## src/hw/rtl/assert_macros.svh

```systemverilog
// Assertion macros used by the datapath of the suffix array search unit.
// Standalone header; the including module must provide clk_i and rst_ni.
`ifndef ASSERT_MACROS_SVH
`define ASSERT_MACROS_SVH
`ifndef SYNTHESIS
`define ASSERT_IMPLIES(lbl, ante, cons, msg) \
  lbl: assert property (@(posedge clk_i) disable iff (!rst_ni) (ante) |-> (cons)) \
    else $error(msg);
`define ASSERT_ALWAYS(lbl, prop, msg) \
  lbl: assert property (@(posedge clk_i) disable iff (!rst_ni) (prop)) \
    else $error(msg);
`else
`define ASSERT_IMPLIES(lbl, ante, cons, msg)
`define ASSERT_ALWAYS(lbl, prop, msg)
`endif
`endif

```

## src/hw/rtl/saps_pkg.sv

```systemverilog
// Shared types and constants of the suffix array search unit.
// No dependencies; used by the controller, the datapath and the top level.
package saps_pkg;

  localparam int TEXT_DEPTH_DEF    = 4096;
  localparam int PATTERN_DEPTH_DEF = 64;

  localparam int ACTION_W = 3;
  localparam int INDEX_W  = 12;
  localparam int VALUE_W  = 12;
  localparam int PLEN_W   = 7;
  localparam int LEN_W    = 13;
  localparam int BYTE_W   = 8;
  localparam int POS_W    = 12;

  localparam int IN_DATA_W  = 32;
  localparam int OUT_DATA_W = 40;

  localparam logic KIND_QUERY = 1'b0;
  localparam logic KIND_FETCH = 1'b1;

  typedef enum logic [ACTION_W-1:0] {
    ACT_LOAD_TEXT    = 3'd0,
    ACT_LOAD_SUFFIX  = 3'd1,
    ACT_LOAD_PATTERN = 3'd2,
    ACT_QUERY        = 3'd3,
    ACT_FETCH        = 3'd4
  } action_e;

  typedef enum logic [2:0] {
    ST_IDLE,
    ST_MID,
    ST_SUF_WAIT,
    ST_BYTES,
    ST_FETCH_WAIT,
    ST_RES
  } state_e;

  typedef struct packed {
    logic wr_text;
    logic wr_suffix;
    logic wr_pattern;
    logic start_query;
    logic start_fetch;
    logic mid_issue;
    logic pos_load;
    logic byte_step;
    logic cmp_apply;
    logic phase_next;
    logic query_finish;
    logic fetch_finish;
    logic res_load;
    logic upper;       // second search: an equal suffix moves lo up
  } saps_cmd_t;

  typedef struct packed {
    logic lo_lt_hi;
    logic query_empty;
    logic cmp_done;
    logic out_free;
  } saps_status_t;

endpackage

```

## src/hw/rtl/saps_ctrl.sv

```systemverilog
// Sequencer of the suffix array search unit: decodes words and steps the searches.
// Depends on saps_pkg; drives saps_dp through a command struct.
module saps_ctrl (
  input  logic                           clk_i,
  input  logic                           rst_ni,
  input  logic                           in_valid_i,
  input  logic [saps_pkg::ACTION_W-1:0]  action_i,
  output logic                           in_ready_o,
  input  saps_pkg::saps_status_t         status_i,
  output saps_pkg::saps_cmd_t            cmd_o
);
  import saps_pkg::*;

  state_e state_q, state_d;
  logic   phase_q, phase_d;
  logic   accept;

  assign accept = in_valid_i && (state_q == ST_IDLE);

  always_ff @(posedge clk_i or negedge rst_ni) begin
    if (!rst_ni) begin
      state_q <= ST_IDLE;
      phase_q <= 1'b0;
    end else begin
      state_q <= state_d;
      phase_q <= phase_d;
    end
  end

  always_comb begin
    state_d    = state_q;
    phase_d    = phase_q;
    cmd_o      = '0;
    cmd_o.upper = phase_q;
    in_ready_o = 1'b0;
    unique case (state_q)
      ST_IDLE: begin
        in_ready_o = 1'b1;
        if (accept) begin
          unique case (action_e'(action_i))
            ACT_LOAD_TEXT:    cmd_o.wr_text    = 1'b1;
            ACT_LOAD_SUFFIX:  cmd_o.wr_suffix  = 1'b1;
            ACT_LOAD_PATTERN: cmd_o.wr_pattern = 1'b1;
            ACT_QUERY: begin
              cmd_o.start_query = 1'b1;
              // empty text or pattern: skip straight to the finish path
              phase_d = status_i.query_empty;
              state_d = ST_MID;
            end
            ACT_FETCH: begin
              cmd_o.start_fetch = 1'b1;
              state_d = ST_FETCH_WAIT;
            end
            default: ;
          endcase
        end
      end
      ST_MID: begin
        if (status_i.lo_lt_hi) begin
          cmd_o.mid_issue = 1'b1;
          state_d = ST_SUF_WAIT;
        end else if (!phase_q) begin
          cmd_o.phase_next = 1'b1;
          phase_d = 1'b1;
        end else begin
          cmd_o.query_finish = 1'b1;
          state_d = ST_RES;
        end
      end
      ST_SUF_WAIT: begin
        cmd_o.pos_load = 1'b1;
        state_d = ST_BYTES;
      end
      ST_BYTES: begin
        if (status_i.cmp_done) begin
          cmd_o.cmp_apply = 1'b1;
          state_d = ST_MID;
        end else begin
          cmd_o.byte_step = 1'b1;
        end
      end
      ST_FETCH_WAIT: begin
        cmd_o.fetch_finish = 1'b1;
        state_d = ST_RES;
      end
      ST_RES: begin
        if (status_i.out_free) begin
          cmd_o.res_load = 1'b1;
          state_d = ST_IDLE;
        end
      end
      default: state_d = ST_IDLE;
    endcase
  end

endmodule

```

## config.mk

```make
export PLATFORM = sky130hd
export DESIGN_NAME = saps_ctrl
export DESIGN_NICKNAME = d
export VERILOG_FILES = /design/src/hw/rtl/assert_macros.svh /design/src/hw/rtl/saps_pkg.sv /design/src/hw/rtl/saps_ctrl.sv
export SDC_FILE = /design/constraint.sdc
export NUM_CORES = 1
export LEC_CHECK = 0
export ABC_AREA = 0
export BUFFER_PORTS_ARGS = -buffer_cell sky130_fd_sc_hd__buf_2
export CAP_MARGIN = 0
export CELL_PAD_IN_SITES_DETAIL_PLACEMENT = 1
export CELL_PAD_IN_SITES_GLOBAL_PLACEMENT = 2
export CORE_ASPECT_RATIO = 1.4
export CORE_MARGIN = 8
export CORE_UTILIZATION = 20
export DETAILED_ROUTE_END_ITERATION = 10
export GPL_TIMING_DRIVEN = 0
export PLACE_DENSITY = 0.76
export SLEW_MARGIN = 5
export SYNTH_ARGS = -nofsm -noshare
export SYNTH_HDL_FRONTEND = slang
export SYNTH_SLANG_ARGS = --single-unit
```

## constraint.sdc

```tcl
create_clock -name clk_i -period 1.2 [get_ports clk_i]
set_input_delay 0.12 -clock clk_i [delete_from_list [all_inputs] [get_ports clk_i]]
set_output_delay 0.12 -clock clk_i [all_outputs]
set_load 0.005 [all_outputs]
```

==> results.ini <==
[yosys]
synth.area.top_cells=dfrtp_1 23%, nor2_1 6.1%, nand3b_1 5.2%
ys.flop_type=dfrtp_1
ys_seq_area_share_pct=23.1
synth_edf_count=0
synth_area_sq_um=433
synthesis.nets=59
synth_top_area_share_pct=23.1
yosys_warnings=0
synth_top_area_cell=dfrtp_1
synthCells=49
synth_seq_cells=4
async_flop_share_pct=100
synth.distinct_cells=32
syn_avg_cell_area_sq_um=8.84

[power]
switching_power_uw=658
p_seq_share_pct=18.0
p_int_uw=980
clockPowerShare_pct=12.7
ir_drop_mv=0.875
finalPower_uw=1640
p_leak_uw=0.000392
swShare_pct=40.2
combPwrFrac_pct=69.4
p_per_area_mw_per_mm2=2010

[global_routing]
globalRouteMet2Util_pct=13.1
grt_pass1_wl_um=2620
gr-usage-all-layers_pct=7.84
grt.met3_usage_pct=4.47
grt_pass1_vias=589
gr-total-overflow=0
top_usage_layer=met2
grtUsageMet1_pct=7.72
grt_max_degree=11
antenna_found_initial=0

[worst_setup_path]
worstPathArrival_ns=1.49
startpoint_type=register
endpoint_kind=output pin
critPathMaxFanout=4
critPathTopFamily=simple AND/OR/NAND/NOR gates
cpPeakStageDelay_ns=0.45
cp_num_buf_inv=1
critPathKind=register to output pin
required_ns=1.08
critical_path.cell_chain=or3b_4, nor2_4, and2_1, buf_2
cp_slowest_cell=or3b_4

[detailed_routing]
drc=0
routed_wl_um=1710
antenna_left=0
vias=554
viasPerCell=4.90
first_iter_violations=1
dr.pass1.iters=2
wl_per_cell_um=15.1

[placed_design]
dp_slack_ns=-0.251
dpl.hpwl_um=1150
place_inst=95
io_buffers=24
gp_routability_congestion=0.682

[timing]
max_slew.worst_pin.slew_ns=0.273
maxSlewHeadroom_pct=81.7
setup_slack_ns=-0.407
holdWs_ns=0.158
fin_crit_sh_pct=134
final.setup.tns_ns=-5.06
hold_viol_final=0
rsz0062_at_grt=true
setup-violations-final=18
fin_skew_ns=0.0115
drv_slew=0
fmax_mhz=622
period_minus_slack_ns=1.61

[die]
rows=20
die_w_um=55.3
die_area_sq_mm=0.00393
die_y_um=71.1
initial_core_util_pct=20.6
core_area_sq_mm=0.00210
io-pin-count=25

[clock_tree]
clk_pin_slew_ns=0.04
clockBufferDepth=2
cts_tree=built
h-tree-depth=1
clock-root-buffer=clkbuf_4
cts.sinks=4
insertion_delay_ns=0.26
cts_buffers=3

[layout]
drive_gt1_share_pct=73.6
final_common_cell=buf_2
antenna_cells=0
final_cells=113
fin_nets=102
areaGrowthSynthToFinish_pct=87.9
most-common-layout-cells=21 x buf_2, 11 x buf_4, 8 x buf_6

[flow_run]
cap_violations=0

[outcome]
violations=negative setup slack
outcome=finished, violations left

[hold_path]
hold_path.class=input pin to register

cells by family (layout without fill, tap and decap cells):
family | Yosys count | after routing | share of synthesized area, %
buffers and inverters | 4 | 46 | 6.36
DFF | 4 | 4 | 23.1
muxes | 1 | 1 | 2.31
and+or+nand+nor | 33 | 33 | 54.3
AOI/OAI and AO/OA | 7 | 7 | 13.9
cells in the mapped netlist (2+ instances only):
cell,number
nor3b_1,3
and2_1,2
nand2_1,3
nand3b_1,3
nor2_1,7
dfrtp_1,4
a21oi_2,2
layout make-up:
cell class	count	area (sq um)
flip-flops and latches	4	104
inverters	1	3.75
repair buffers	39	269
well taps	22	27.5
multi-input cells	41	364
plain buffers	2	18.8
fillers	261	1290
clock buffers	4	26.3
per-stage QoR:
stage / area [sq um] / util [%]
2_1_floorplan: 448 / -
3_3_place_gp: 596 / 28.3
3_5_place_dp: 596 / 28.3
4_1_cts: 734 / 34.9
5_1_grt: 813 / 38.7
6_report: 813 / 38.7
worst register-to-register path, stage by stage, from the launching register on:
cell and delay [ns]:
dfrtp_2 0.44, nor3_4 0.24, and3b_2 0.23, and3_4 0.19
buf_4 0.10, buf_6 0.08, mux2i_1 0.17
sequential cells by signal, summed over array words and instances (netlist names):
name and flops:
state_q 3, phase_q 1
per-layer routing:
layer  routed length [um]  part of all wire (%)
met1                  638                    37
met2                  862                    50
met3                  153                   8.9
met4                   55                   3.2
met5                    0                     0
path summary, 6_finish.rpt:
path	slack, ns	from	cells after the start	end
max in group asynchronous	0.81	rst_ni	2	state_q[1]
min in group asynchronous	0.24	rst_ni	2	state_q[2]
worst max register to register	-0.34	state_q[2]	6	phase_q
worst min-delay path	0.16	status_i[2]	3	phase_q
worst max-delay path	-0.41	state_q[1]	4	cmd_o[3]
worst min register to register	0.69	phase_q	2	phase_q
power groups by stage:
stage	clock (uW)	sequential, uW	combinational, uW
6_report	208	294	1140
5_1_grt	223	302	1240
4_1_cts	201	267	975
3_5_place_dp	0	273	767
3_3_place_gp	0	267	752
2_1_floorplan	0	252	548
repair_timing:
| item | in CTS | in global routing |
|---|---|---|
| hold endpoints to repair | 4 | 0 |
| pin swaps | 7 | 11 |
| endpoints found under the setup margin | 18 | 18 |
| gates resized for setup | 8 | 13 |
| hold buffers | 1 | 0 |
| buffers inserted | 8 | 6 |
(Power assumes the default switching activity.)
